**config.mk**
```make
export PLATFORM = sky130hd
export DESIGN_NAME = string_substring_matcher_top
export DESIGN_NICKNAME = d
export VERILOG_FILES = /design/src/hw/rtl/ssm_pkg.sv /design/src/hw/rtl/string_substring_matcher_top.sv
export SDC_FILE = /design/constraint.sdc
export NUM_CORES = 2
export LEC_CHECK = 0
export ABC_AREA = 1
export ABC_CLOCK_PERIOD_IN_PS = 3420
export BUFFER_PORTS_ARGS = -buffer_cell sky130_fd_sc_hd__buf_2
export CAP_MARGIN = 10
export CORE_UTILIZATION = 40
export DETAILED_ROUTE_END_ITERATION = 8
export GPL_TIMING_DRIVEN = 0
export MAX_ROUTING_LAYER = met4
export PLACE_DENSITY_LB_ADDON = 0.15
export SYNTH_ARGS = -nofsm -noshare
export SYNTH_HDL_FRONTEND = slang
export SYNTH_SLANG_ARGS = --single-unit
```
**constraint.sdc**
```tcl
create_clock -name clock -period 3.42 [get_ports clock]
set_input_delay 0 -clock clock [delete_from_list [all_inputs] [get_ports clock]]
set_output_delay 0 -clock clock [all_outputs]
set_load 0.005 [all_outputs]
```
**src/hw/rtl/ssm_pkg.sv**
```systemverilog
`timescale 1ns / 1ps

package ssm_pkg;

   // Transaction opcodes
   localparam logic [1:0] OP_LOAD_PATTERN = 2'd0;
   localparam logic [1:0] OP_LOAD_SUBJECT = 2'd1;
   localparam logic [1:0] OP_COMPARE      = 2'd2;

   // Match modes
   localparam logic [1:0] MODE_EQUAL   = 2'd0;
   localparam logic [1:0] MODE_INITIAL = 2'd1;
   localparam logic [1:0] MODE_FINAL   = 2'd2;
   localparam logic [1:0] MODE_ANY     = 2'd3;

   typedef struct packed {
      logic [1:0] opcode;
      logic [7:0] byte_value;
      logic [1:0] match_mode;
      logic       case_ignore;
   } req_type;

   typedef struct packed {
      logic matched;
      logic overflowed;
   } rsp_type;

   function automatic logic is_lower(input logic [7:0] c);
      return (c >= 8'h61) && (c <= 8'h7A);
   endfunction

   // Byte equality, optionally folding ASCII letter case
   function automatic logic bytes_match(input logic [7:0] a, input logic [7:0] b,
                                        input logic fold);
      logic [8:0] a_ext;
      logic [8:0] b_ext;
      a_ext = {1'b0, a};
      b_ext = {1'b0, b};
      if (a == b) begin
         return 1'b1;
      end
      if (!fold) begin
         return 1'b0;
      end
      if (is_lower(a) && (a_ext == b_ext + 9'd32)) begin
         return 1'b1;
      end
      if (is_lower(b) && (b_ext == a_ext + 9'd32)) begin
         return 1'b1;
      end
      return 1'b0;
   endfunction

endpackage

```
**src/hw/rtl/string_substring_matcher_top.sv**
```systemverilog
`timescale 1ns / 1ps

// String substring matcher. Pattern and subject bytes are appended to two
// on-chip stores of MAX_LEN bytes each by load transactions, which can be
// taken back to back and return nothing. A compare transaction matches the
// pattern against the subject in equal, initial, final or any-offset mode,
// with optional ASCII case folding, returns one response and clears both
// stores' counts and the overflow flag. Bytes loaded into a full store are
// dropped and flagged; such a compare reports no match. A compare is run by
// a small sequencer around one byte comparator fed by the registered read
// ports of the two stores: each byte comparison has an address step, then a
// compare step. Equal, initial and final modes walk the pattern at a single
// offset; any mode is a naive sliding search, stopping at the first mismatch
// of each offset and at the first hit. Compares settled by the lengths, by
// an overflow or by an empty pattern skip the byte walk. Requests are
// stalled while a compare runs; loads are taken while a response waits on
// rsp_stall.
module string_substring_matcher_top #(
   parameter int MAX_LEN = 256
) (
   input  logic             clock,
   input  logic             reset,
   input  logic             req_valid,
   output logic             req_stall,
   input  ssm_pkg::req_type req_payload,
   output logic             rsp_valid,
   input  logic             rsp_stall,
   output ssm_pkg::rsp_type rsp_payload
);

   localparam int CNT_W = $clog2(MAX_LEN + 1);
   localparam int IDX_W = (MAX_LEN > 1) ? $clog2(MAX_LEN) : 1;

   typedef enum logic [1:0] {
      ST_IDLE,
      ST_READ,
      ST_CHECK,
      ST_DONE
   } state_type;

   state_type        state_ff, state_in;
   logic [CNT_W-1:0] pattern_count_ff, pattern_count_in;
   logic [CNT_W-1:0] subject_count_ff, subject_count_in;
   logic             overflow_ff, overflow_in;
   logic [IDX_W-1:0] idx_ff, idx_in;
   logic [IDX_W-1:0] off_ff, off_in;
   logic [IDX_W-1:0] last_off_ff, last_off_in;
   logic             fold_ff, fold_in;
   logic             result_ff, result_in;
   logic             rsp_valid_ff, rsp_valid_in;
   ssm_pkg::rsp_type rsp_payload_ff, rsp_payload_in;

   // Byte stores with registered read ports
   logic [7:0]       pattern_mem [MAX_LEN];
   logic [7:0]       subject_mem [MAX_LEN];
   logic [7:0]       pattern_rd_ff;
   logic [7:0]       subject_rd_ff;

   logic             req_fire;
   logic             pattern_we;
   logic             subject_we;
   logic             pattern_full;
   logic             subject_full;
   logic [IDX_W-1:0] subject_addr;
   logic [CNT_W-1:0] span;
   logic             last_idx;
   logic             byte_hit;

   // Accept requests only between compares
   assign req_stall = (state_ff != ST_IDLE);
   assign req_fire  = req_valid && !req_stall;

   assign pattern_full = (pattern_count_ff >= CNT_W'(MAX_LEN));
   assign subject_full = (subject_count_ff >= CNT_W'(MAX_LEN));
   assign pattern_we   = req_fire && (req_payload.opcode == ssm_pkg::OP_LOAD_PATTERN)
                         && !pattern_full;
   assign subject_we   = req_fire && (req_payload.opcode == ssm_pkg::OP_LOAD_SUBJECT)
                         && !subject_full;

   // Subject position of the current pattern byte; stays below subject count
   assign subject_addr = off_ff + idx_ff;
   assign span         = subject_count_ff - pattern_count_ff;
   assign last_idx     = ((CNT_W'(idx_ff) + CNT_W'(1)) == pattern_count_ff);
   assign byte_hit     = ssm_pkg::bytes_match(pattern_rd_ff, subject_rd_ff, fold_ff);

   always_ff @(posedge clock) begin
      if (pattern_we) begin
         pattern_mem[pattern_count_ff[IDX_W-1:0]] <= req_payload.byte_value;
      end
      pattern_rd_ff <= pattern_mem[idx_ff];
   end

   always_ff @(posedge clock) begin
      if (subject_we) begin
         subject_mem[subject_count_ff[IDX_W-1:0]] <= req_payload.byte_value;
      end
      subject_rd_ff <= subject_mem[subject_addr];
   end

   always_comb begin
      state_in         = state_ff;
      pattern_count_in = pattern_count_ff;
      subject_count_in = subject_count_ff;
      overflow_in      = overflow_ff;
      idx_in           = idx_ff;
      off_in           = off_ff;
      last_off_in      = last_off_ff;
      fold_in          = fold_ff;
      result_in        = result_ff;
      rsp_valid_in     = rsp_valid_ff;
      rsp_payload_in   = rsp_payload_ff;

      // Drop the response once taken
      if (rsp_valid_ff && !rsp_stall) begin
         rsp_valid_in = 1'b0;
      end

      case (state_ff)
         ST_IDLE: begin
            if (req_fire) begin
               case (req_payload.opcode)
                  ssm_pkg::OP_LOAD_PATTERN: begin
                     if (pattern_full) begin
                        overflow_in = 1'b1;
                     end else begin
                        pattern_count_in = pattern_count_ff + CNT_W'(1);
                     end
                  end
                  ssm_pkg::OP_LOAD_SUBJECT: begin
                     if (subject_full) begin
                        overflow_in = 1'b1;
                     end else begin
                        subject_count_in = subject_count_ff + CNT_W'(1);
                     end
                  end
                  ssm_pkg::OP_COMPARE: begin
                     fold_in = req_payload.case_ignore;
                     idx_in  = '0;
                     if (overflow_ff || (pattern_count_ff > subject_count_ff) ||
                         ((req_payload.match_mode == ssm_pkg::MODE_EQUAL) &&
                          (pattern_count_ff != subject_count_ff))) begin
                        // Settled by the lengths or by an overflow
                        result_in = 1'b0;
                        state_in  = ST_DONE;
                     end else if (pattern_count_ff == '0) begin
                        // Empty pattern matches (equal mode: both empty)
                        result_in = 1'b1;
                        state_in  = ST_DONE;
                     end else begin
                        case (req_payload.match_mode)
                           ssm_pkg::MODE_FINAL: begin
                              off_in      = span[IDX_W-1:0];
                              last_off_in = span[IDX_W-1:0];
                           end
                           ssm_pkg::MODE_ANY: begin
                              off_in      = '0;
                              last_off_in = span[IDX_W-1:0];
                           end
                           default: begin
                              off_in      = '0;
                              last_off_in = '0;
                           end
                        endcase
                        state_in = ST_READ;
                     end
                  end
                  default: begin
                     // Unused opcode: take the transaction and do nothing
                  end
               endcase
            end
         end
         ST_READ: begin
            // Stores capture the addressed bytes at this edge
            state_in = ST_CHECK;
         end
         ST_CHECK: begin
            if (byte_hit) begin
               if (last_idx) begin
                  result_in = 1'b1;
                  state_in  = ST_DONE;
               end else begin
                  idx_in   = idx_ff + IDX_W'(1);
                  state_in = ST_READ;
               end
            end else if (off_ff == last_off_ff) begin
               result_in = 1'b0;
               state_in  = ST_DONE;
            end else begin
               // Slide to the next offset and restart the pattern
               off_in   = off_ff + IDX_W'(1);
               idx_in   = '0;
               state_in = ST_READ;
            end
         end
         ST_DONE: begin
            // Hold the result until the response register is free
            if (!rsp_valid_ff || !rsp_stall) begin
               rsp_valid_in              = 1'b1;
               rsp_payload_in.matched    = result_ff;
               rsp_payload_in.overflowed = overflow_ff;
               pattern_count_in          = '0;
               subject_count_in          = '0;
               overflow_in               = 1'b0;
               state_in                  = ST_IDLE;
            end
         end
         default: begin
            state_in = ST_IDLE;
         end
      endcase
   end

   always_ff @(posedge clock) begin
      if (reset) begin
         state_ff         <= ST_IDLE;
         pattern_count_ff <= '0;
         subject_count_ff <= '0;
         overflow_ff      <= 1'b0;
         rsp_valid_ff     <= 1'b0;
      end else begin
         state_ff         <= state_in;
         pattern_count_ff <= pattern_count_in;
         subject_count_ff <= subject_count_in;
         overflow_ff      <= overflow_in;
         rsp_valid_ff     <= rsp_valid_in;
      end
      idx_ff         <= idx_in;
      off_ff         <= off_in;
      last_off_ff    <= last_off_in;
      fold_ff        <= fold_in;
      result_ff      <= result_in;
      rsp_payload_ff <= rsp_payload_in;
   end

   assign rsp_valid   = rsp_valid_ff;
   assign rsp_payload = rsp_payload_ff;

`ifndef SYNTHESIS
   // Pattern index stays inside the loaded pattern during a walk
   assert property (@(posedge clock) disable iff (reset)
      (state_ff == ST_CHECK) |-> (CNT_W'(idx_ff) < pattern_count_ff))
      else $error("pattern index beyond pattern count");

   // Subject reads stay inside the loaded subject
   assert property (@(posedge clock) disable iff (reset)
      (state_ff == ST_CHECK) |->
         ((CNT_W'(off_ff) + CNT_W'(idx_ff)) < subject_count_ff))
      else $error("subject read beyond subject count");

   // Offset never passes the last offset of the search
   assert property (@(posedge clock) disable iff (reset)
      ((state_ff == ST_READ) || (state_ff == ST_CHECK)) |-> (off_ff <= last_off_ff))
      else $error("search offset past last offset");

   // Leaving a compare clears both counts and the overflow flag
   assert property (@(posedge clock) disable iff (reset)
      ((state_ff == ST_DONE) && (state_in == ST_IDLE)) |=>
         ((pattern_count_ff == '0) && (subject_count_ff == '0) && !overflow_ff
          && rsp_valid_ff))
      else $error("compare did not clear state or post a response");

   // An overflowed compare never reports a match
   assert property (@(posedge clock) disable iff (reset)
      rsp_valid_ff |-> !(rsp_payload_ff.matched && rsp_payload_ff.overflowed))
      else $error("match reported after overflow");
`endif

endmodule

```
* After elaboration in Yosys (flattened, before gate mapping)
Memories as Yosys holds them, arrays and structs flattened. A register that Yosys moved wholly into a read port is not among the register bits. Cells that the tools add are included. W data, S select, Z words.
Storage, ports and cells: flip-flop bits (word level) 50, bits in latches 0, memory bits (writable) 4096, bits in read-only memories 0, input bits 17, output and inout port bits 4, logic and storage cells 172, memories 2
Memories:
- pattern_mem | words 256, width 8, read ports 1, clocked after memory_dff 1, wr ports 1, line string_substring_matcher_top.sv:54 | logic [7:0] pattern_mem [MAX_LEN];
- subject_mem | words 256, width 8, read ports 1, clocked after memory_dff 1, wr ports 1, line string_substring_matcher_top.sv:55 | logic [7:0] subject_mem [MAX_LEN];
Operators by class: $add $sub $neg 9, multiply operators 0, div/mod/pow operators 0, magnitude comparators 7, eq/ne operators 32, shifts and indexed selects 0, mux-type cells 71, bitwise logic cells 2, reduce and logical (&&, ||, !) cells 37
Operator list (count):
- $mux W8 | 12
- $mux W9 | 7
- $mux W1 | 36
- $pmux W9 S2 | 2
- $pmux W8 S2 | 2
- $ne A3 B3 Y1 const B | 8
- $ne A2 B2 Y1 const B | 10
- $reduce_and A5 Y1 | 4
- $add A8 B6 Y9 const B | 2
- $add A9 B1 Y9 const B | 2
- $eq A8 B9 Y1 | 2
- $ge A9 B9 Y1 const B | 2
- $add A8 B1 Y8 const B | 2
- $eq A8 B8 Y1 | 2
- $ge A8 B7 Y1 const B | 2
- $le A8 B7 Y1 const B | 2
- $mux W2 | 8
- $reduce_and A6 Y1 | 2
- $logic_and A1 B1 Y1 | 11
- $eq A2 B2 Y1 const B | 5
- $add A8 B1 Y9 const B | 1
- $eq A9 B9 Y1 | 1
- $gt A9 B9 Y1 | 1
- $logic_not A9 Y1 | 1
- 16 further kinds | 31

* Depth between registers and ports, before layout
depth after elaboration 15, mapped depth 17, gate-level depth less buffers 15

* Least setup slack after synthesis
Ideal clock, no wire load.
path kind reg2reg, start reg off_ff[0], end reg subject_rd_ff[5] (read register of subject_mem), library setup time 0.114 ns, arrival 2.516 ns, required time 3.306 ns, path slack 0.790 ns, cell stages (with the launch flop) 17, path buffers 3, clock period less this slack 2.630 ns, cell sequence edfxtp_1 -> ha_1 -> fa_1 -> buf_2 -> clkbuf_1 -> buf_1 -> nor2_1 -> o21ai_0 -> o21ai_0 -> nand2_1 -> nand3_1 -> nand3_1 -> nand3_1 -> nand3_1 -> nand2_1 -> nand2_1 -> nand2_1
Between the ends: cells in the longest elaborated chain, start to end 1
RTL lines:
- start, declared | line string_substring_matcher_top.sv:46 | logic [IDX_W-1:0] off_ff, off_in;
- start signal, assigned | line string_substring_matcher_top.sv:229 | off_ff <= off_in;
- $add A8 B8 Y8 | line string_substring_matcher_top.sv:81 | assign subject_addr = off_ff + idx_ff;
- end, declared | line string_substring_matcher_top.sv:57 | logic [7:0] subject_rd_ff;
Every way passes these cells. A chain may end at the register's enable or synchronous reset.

==> impl_metrics.sql <==
INSERT INTO impl_metrics (metric_group, metric, value, unit) VALUES
('status', 'outcome', 'complete, but fails checks', ''),
('status', 'failed_checks', 'setup timing', ''),
('global_routing', 'gr-usage-all-layers', '32.3', '%'),
('placed_design', 'dp_hpwl', '482', 'mm'),
('worst_setup_path', 'setup.worst_path.end_class', 'flop', ''),
('placed_design', 'routabilityCongestion', '1.04', ''),
('sta', 'setup_violations', '577', ''),
('floorplanning', 'ioPinCount', '21', ''),
('clock_tree', 'clock_tree_from_tritoncts', 'done', ''),
('pwr', 'p_per_area', '708', 'nW/um^2'),
('route', 'average_detailed_routed_wire_length_per_instance', '33.7', 'um'),
('clock_tree', 'clock_tree.buffer_depth', '4', ''),
('worst_setup_path', 'critical_path.max_stage_delay', '520', 'ps'),
('worst_setup_path', 'arrival_time_at_the_worst_endpoint', '4480', 'ps'),
('synthesis', 'syn_avg_cell_area', '12.3', 'sq um'),
('sta', 'slew_viol_final', '0', ''),
('worst_setup_path', 'cp_top_family', 'simple AND/OR/NAND/NOR gates', ''),
('floorplanning', 'dieArea', '422000', 'sq um'),
('synthesis', 'synth_cells', '13700', ''),
('floorplanning', 'die_width', '650', 'um'),
('global_routing', 'grt_max_degree', '130', ''),
('clock_tree', 'cts.clk_slew.worst_paths', '60', 'ps'),
('worst_setup_path', 'timing.setup.critical_path_class', 'flop to flop', ''),
('route', 'via_count', '118000', ''),
('route', 'top_layer', 'met4', ''),
('worst_setup_path', 'critical_path.max_fanout', '10', ''),
('placed_design', 'dpl-instance-area', '177000', 'sq um'),
('clock_tree', 'clock_latency', '1020', 'ps'),
('sta', 'setup_tns', '-37440', 'ps'),
('synthesis', 'synth-edff-count', '4124', ''),
('sta', 'postLayoutSetupSlackWorst', '-216', 'ps'),
('synthesis', 'synth.net_count', '13800', ''),
('global_routing', 'grt_antenna_before_repair', '37', ''),
('route', 'drt-initial-drc-count', '15700', ''),
('clock_tree', 'clock_sink_count', '4162', ''),
('worst_setup_path', 'path_cells', 'buf_6 > inv_2 > nand2_1 > buf_4 > clkbuf_1 > o21ai_0 > nor2_1 > nand2_1 > nand3_1 > nand3_1 > nand3_1 > nand2_1 > nand2_1 > nand2_2', ''),
('sta', 'max-slew-margin-rel', '8.27', '%'),
('clock_tree', 'cts-root-buf', 'sky130_fd_sc_hd__clkbuf_16', ''),
('floorplanning', 'rows', '237', ''),
('route', 'finalWirelength', '681', 'mm'),
('worst_setup_path', 'start_kind', 'flop', ''),
('route', 'met2WireLength', '309', 'mm'),
('synthesis', 'synth_async_sr_flop_share', '0', '%'),
('route', 'first_pass_iters', '6', ''),
('worst_setup_path', 'path_buf_inv', '4', ''),
('route', 'detail-route-antenna-nets', '0', ''),
('worst_setup_path', 'critPathSlowestCell', 'sky130_fd_sc_hd__nor2_1', ''),
('route', 'drc', '0', ''),
('global_routing', 'grt_pass1_vias', '110000', ''),
('sta', 'layout_worst_path_cycle_share', '106', '%'),
('synthesis', 'post_synth_instance_area', '168000', 'sq um'),
('sta', 'timing.final.hold_violations', '0', ''),
('floorplanning', 'initial_core_util', '40.3', '%'),
('clock_tree', 'clock_tree.htree_level_count', '5', ''),
('route', 'viasPerCell', '5.82', ''),
('worst_setup_path', 'most_common_cell_on_crit_path', 'sky130_fd_sc_hd__nand2_1', ''),
('layout', 'finish.net_count', '14400', ''),
('sta', 'worst-slew-pin-transition', '1370', 'ps'),
('worst_setup_path', 'worst-endpoint-required', '4260', 'ps'),
('synthesis', 'synth-seq-cells', '4162', ''),
('sta', 'max_freq', '0.275', 'GHz'),
('global_routing', 'grt_first_pass_wirelength', '914', 'mm'),
('global_routing', 'gr-total-overflow', '0', ''),
('route', 'dr_wl_met3', '54.0', 'mm'),
('synthesis', 'ys_types', '46', ''),
('synthesis', 'yosysWarnings', '0', ''),
('placed_design', 'buffer_ports.inserted', '19', ''),
('sta', 'finalCriticalPeriod', '3640', 'ps'),
('layout', 'area_growth', '17.7', '%'),
('layout', 'layout-drive-gt1-share', '15.7', '%'),
('floorplanning', 'die_h', '650', 'um'),
('synthesis', 'synth-seq-area-share', '74.2', '%'),
('pwr', 'static-leakage-power', '0.0654', 'uW'),
('synthesis', 'synth_ff_type', 'sky130_fd_sc_hd__edfxtp_1', ''),
('sta', 'grt_setup_unrepaired', 'true', ''),
('pwr', 'ir_drop', '522', 'uV'),
('layout', 'final_cell_area', '198000', 'sq um'),
('route', 'met1_length', '262', 'mm'),
('flow_run', 'drv_cap', '0', ''),
('sta', 'skew', '46.6', 'ps'),
('clock_tree', 'cts_made_buffers', '431', ''),
('floorplanning', 'core', '417000', 'sq um'),
('min_path', 'worstHoldPathType', 'primary input to flop', '');
-- cell families (layout without fill, tap and decap cells) --
logic type,count (synthesis),in the layout,synth area share (%)
XOR/XNOR,24,24,0.130
multiplexers,22,22,0.131
AO/OA/AOI/OAI,3137,3137,10.2
AND/OR/NAND/NOR,5286,5286,12.4
adder cells (fa/ha/maj),37,37,0.285
buffers and inverters,1032,2044,2.64
flip-flops,4162,4162,74.2
other,0,21,0
-- where the power goes --
group / internal (uW) / switching (uW)
Clock: 26300 / 20400
Sequential: 56200 / 137
Combinational: 9430 / 27300
-- flip-flops by register name, summed over array words and instances, names as in the netlist, 2 cells and up --
signal            flops
pattern_mem        2048
subject_mem        2048
pattern_count_ff      9
subject_count_ff      9
idx_ff                8
last_off_ff           8
off_ff                8
pattern_rd_ff         8
subject_rd_ff         8
rsp_payload           2
state_ff              2
-- layout make-up --
cell class                      instances  area (sq um)
Fill cell                           37600        220000
Antenna cell                           21          52.6
Timing Repair Buffer                  213          3130
Inverter                               95           389
Multi-Input combinational cell       8506         43000
Buffer                                936          5980
Clock buffer                          531         11300
Clock inverter                        269          2340
Tap cell                             5497          6880
Sequential cell                      4162        125000
-- cells in the final DEF (no fill, tap or decap), types with 12 or more instances in the layout --
cell type / netlist / layout
sky130_fd_sc_hd__edfxtp_1: 4124 / 4124
sky130_fd_sc_hd__nor2_1: 2517 / 2215
sky130_fd_sc_hd__nand2_1: 1982 / 1863
sky130_fd_sc_hd__o21ai_0: 1811 / 1784
sky130_fd_sc_hd__o22ai_1: 655 / 597
sky130_fd_sc_hd__nand3_1: 748 / 518
sky130_fd_sc_hd__clkbuf_16: 0 / 442
sky130_fd_sc_hd__a21oi_1: 303 / 286
sky130_fd_sc_hd__clkbuf_1: 529 / 272
sky130_fd_sc_hd__clkbuf_2: 0 / 251
sky130_fd_sc_hd__a21boi_0: 224 / 213
sky130_fd_sc_hd__nor2_2: 3 / 199
sky130_fd_sc_hd__buf_4: 36 / 195
sky130_fd_sc_hd__buf_2: 296 / 171
sky130_fd_sc_hd__nand3_2: 0 / 161
sky130_fd_sc_hd__o21ai_1: 127 / 132
sky130_fd_sc_hd__nand2_2: 0 / 112
sky130_fd_sc_hd__clkinv_1: 7 / 112
sky130_fd_sc_hd__nor2_4: 0 / 106
sky130_fd_sc_hd__clkinv_2: 0 / 92
sky130_fd_sc_hd__clkbuf_4: 0 / 83
sky130_fd_sc_hd__inv_1: 79 / 78
sky130_fd_sc_hd__buf_6: 5 / 77
sky130_fd_sc_hd__nand3_4: 0 / 69
sky130_fd_sc_hd__o22ai_2: 0 / 58
sky130_fd_sc_hd__buf_8: 1 / 50
sky130_fd_sc_hd__buf_16: 0 / 47
sky130_fd_sc_hd__buf_12: 0 / 39
sky130_fd_sc_hd__bufinv_16: 0 / 39
sky130_fd_sc_hd__dfxtp_1: 38 / 38
sky130_fd_sc_hd__ha_1: 35 / 34
sky130_fd_sc_hd__dlygate4sd3_1: 0 / 27
sky130_fd_sc_hd__o21ai_2: 0 / 22
sky130_fd_sc_hd__mux2i_1: 22 / 22
sky130_fd_sc_hd__diode_2: 0 / 21
sky130_fd_sc_hd__buf_1: 70 / 20
sky130_fd_sc_hd__clkinvlp_4: 0 / 18
sky130_fd_sc_hd__a21oi_4: 0 / 12
sky130_fd_sc_hd__nor3_1: 16 / 12
-- metal layers --
metal	vias to the layer above	global-route usage, %
met5	-	-
met4	0	21.3
met3	1454	4.55
met2	6011	49.1
met1	59300	40.4
li1	51000	-
-- final timing paths --
check / start / depth (start not counted) / slack (ps) / to
worst max-delay path: idx_ff[1] / 14 / -220 / pattern_rd_ff[3]
worst min-delay path: req_payload[7] / 2 / 40 / pattern_mem[227][4]
worst max register to register: idx_ff[1] / 14 / -220 / pattern_rd_ff[3]
worst min register to register: result_ff / 0 / 450 / rsp_payload[1]
-- cell usage after synthesis (all sizes together), types with 38 or more instances --
cell type / count / area [sq um]
a21oi: 304 / 1530
a21boi: 224 / 1680
inv: 88 / 333
buf: 408 / 2090
nand2: 1982 / 7440
clkbuf: 529 / 1990
o21ai: 1938 / 9700
o22ai: 655 / 4100
nand3: 748 / 3740
dfxtp: 38 / 761
edfxtp: 4124 / 124000
nor2: 2520 / 9470
-- stage by stage --
| stage | util [%] | hold slack, ps | total power, uW | instances | worst slack [ps] |
|---|---|---|---|---|---|
| after CTS | 46.9 | 11.9 | 138000 | 20200 | -369 |
| after floorplan | - | 98.9 | 72700 | 13700 | 790 |
| after global placement | 41.9 | 294 | 89400 | 19200 | -7190 |
| final | 47.4 | 40.3 | 140000 | 20200 | -216 |
| after global routing | 47.4 | 44.8 | 143000 | 20200 | -184 |
| after detailed placement | 42.4 | 288 | 89100 | 19300 | -1830 |
-- what timing repair did --
item | CTS | global route
endpoints found under the hold margin | 2536 | 0
buffers inserted | 44 | 9
gates cloned | 2 | 0
gates resized for setup | 1326 | 644
pin swaps | 84 | 94
setup endpoints to repair | 2981 | 2433
hold buffers | 28 | 0
Power figures use the tool's default switching activity.
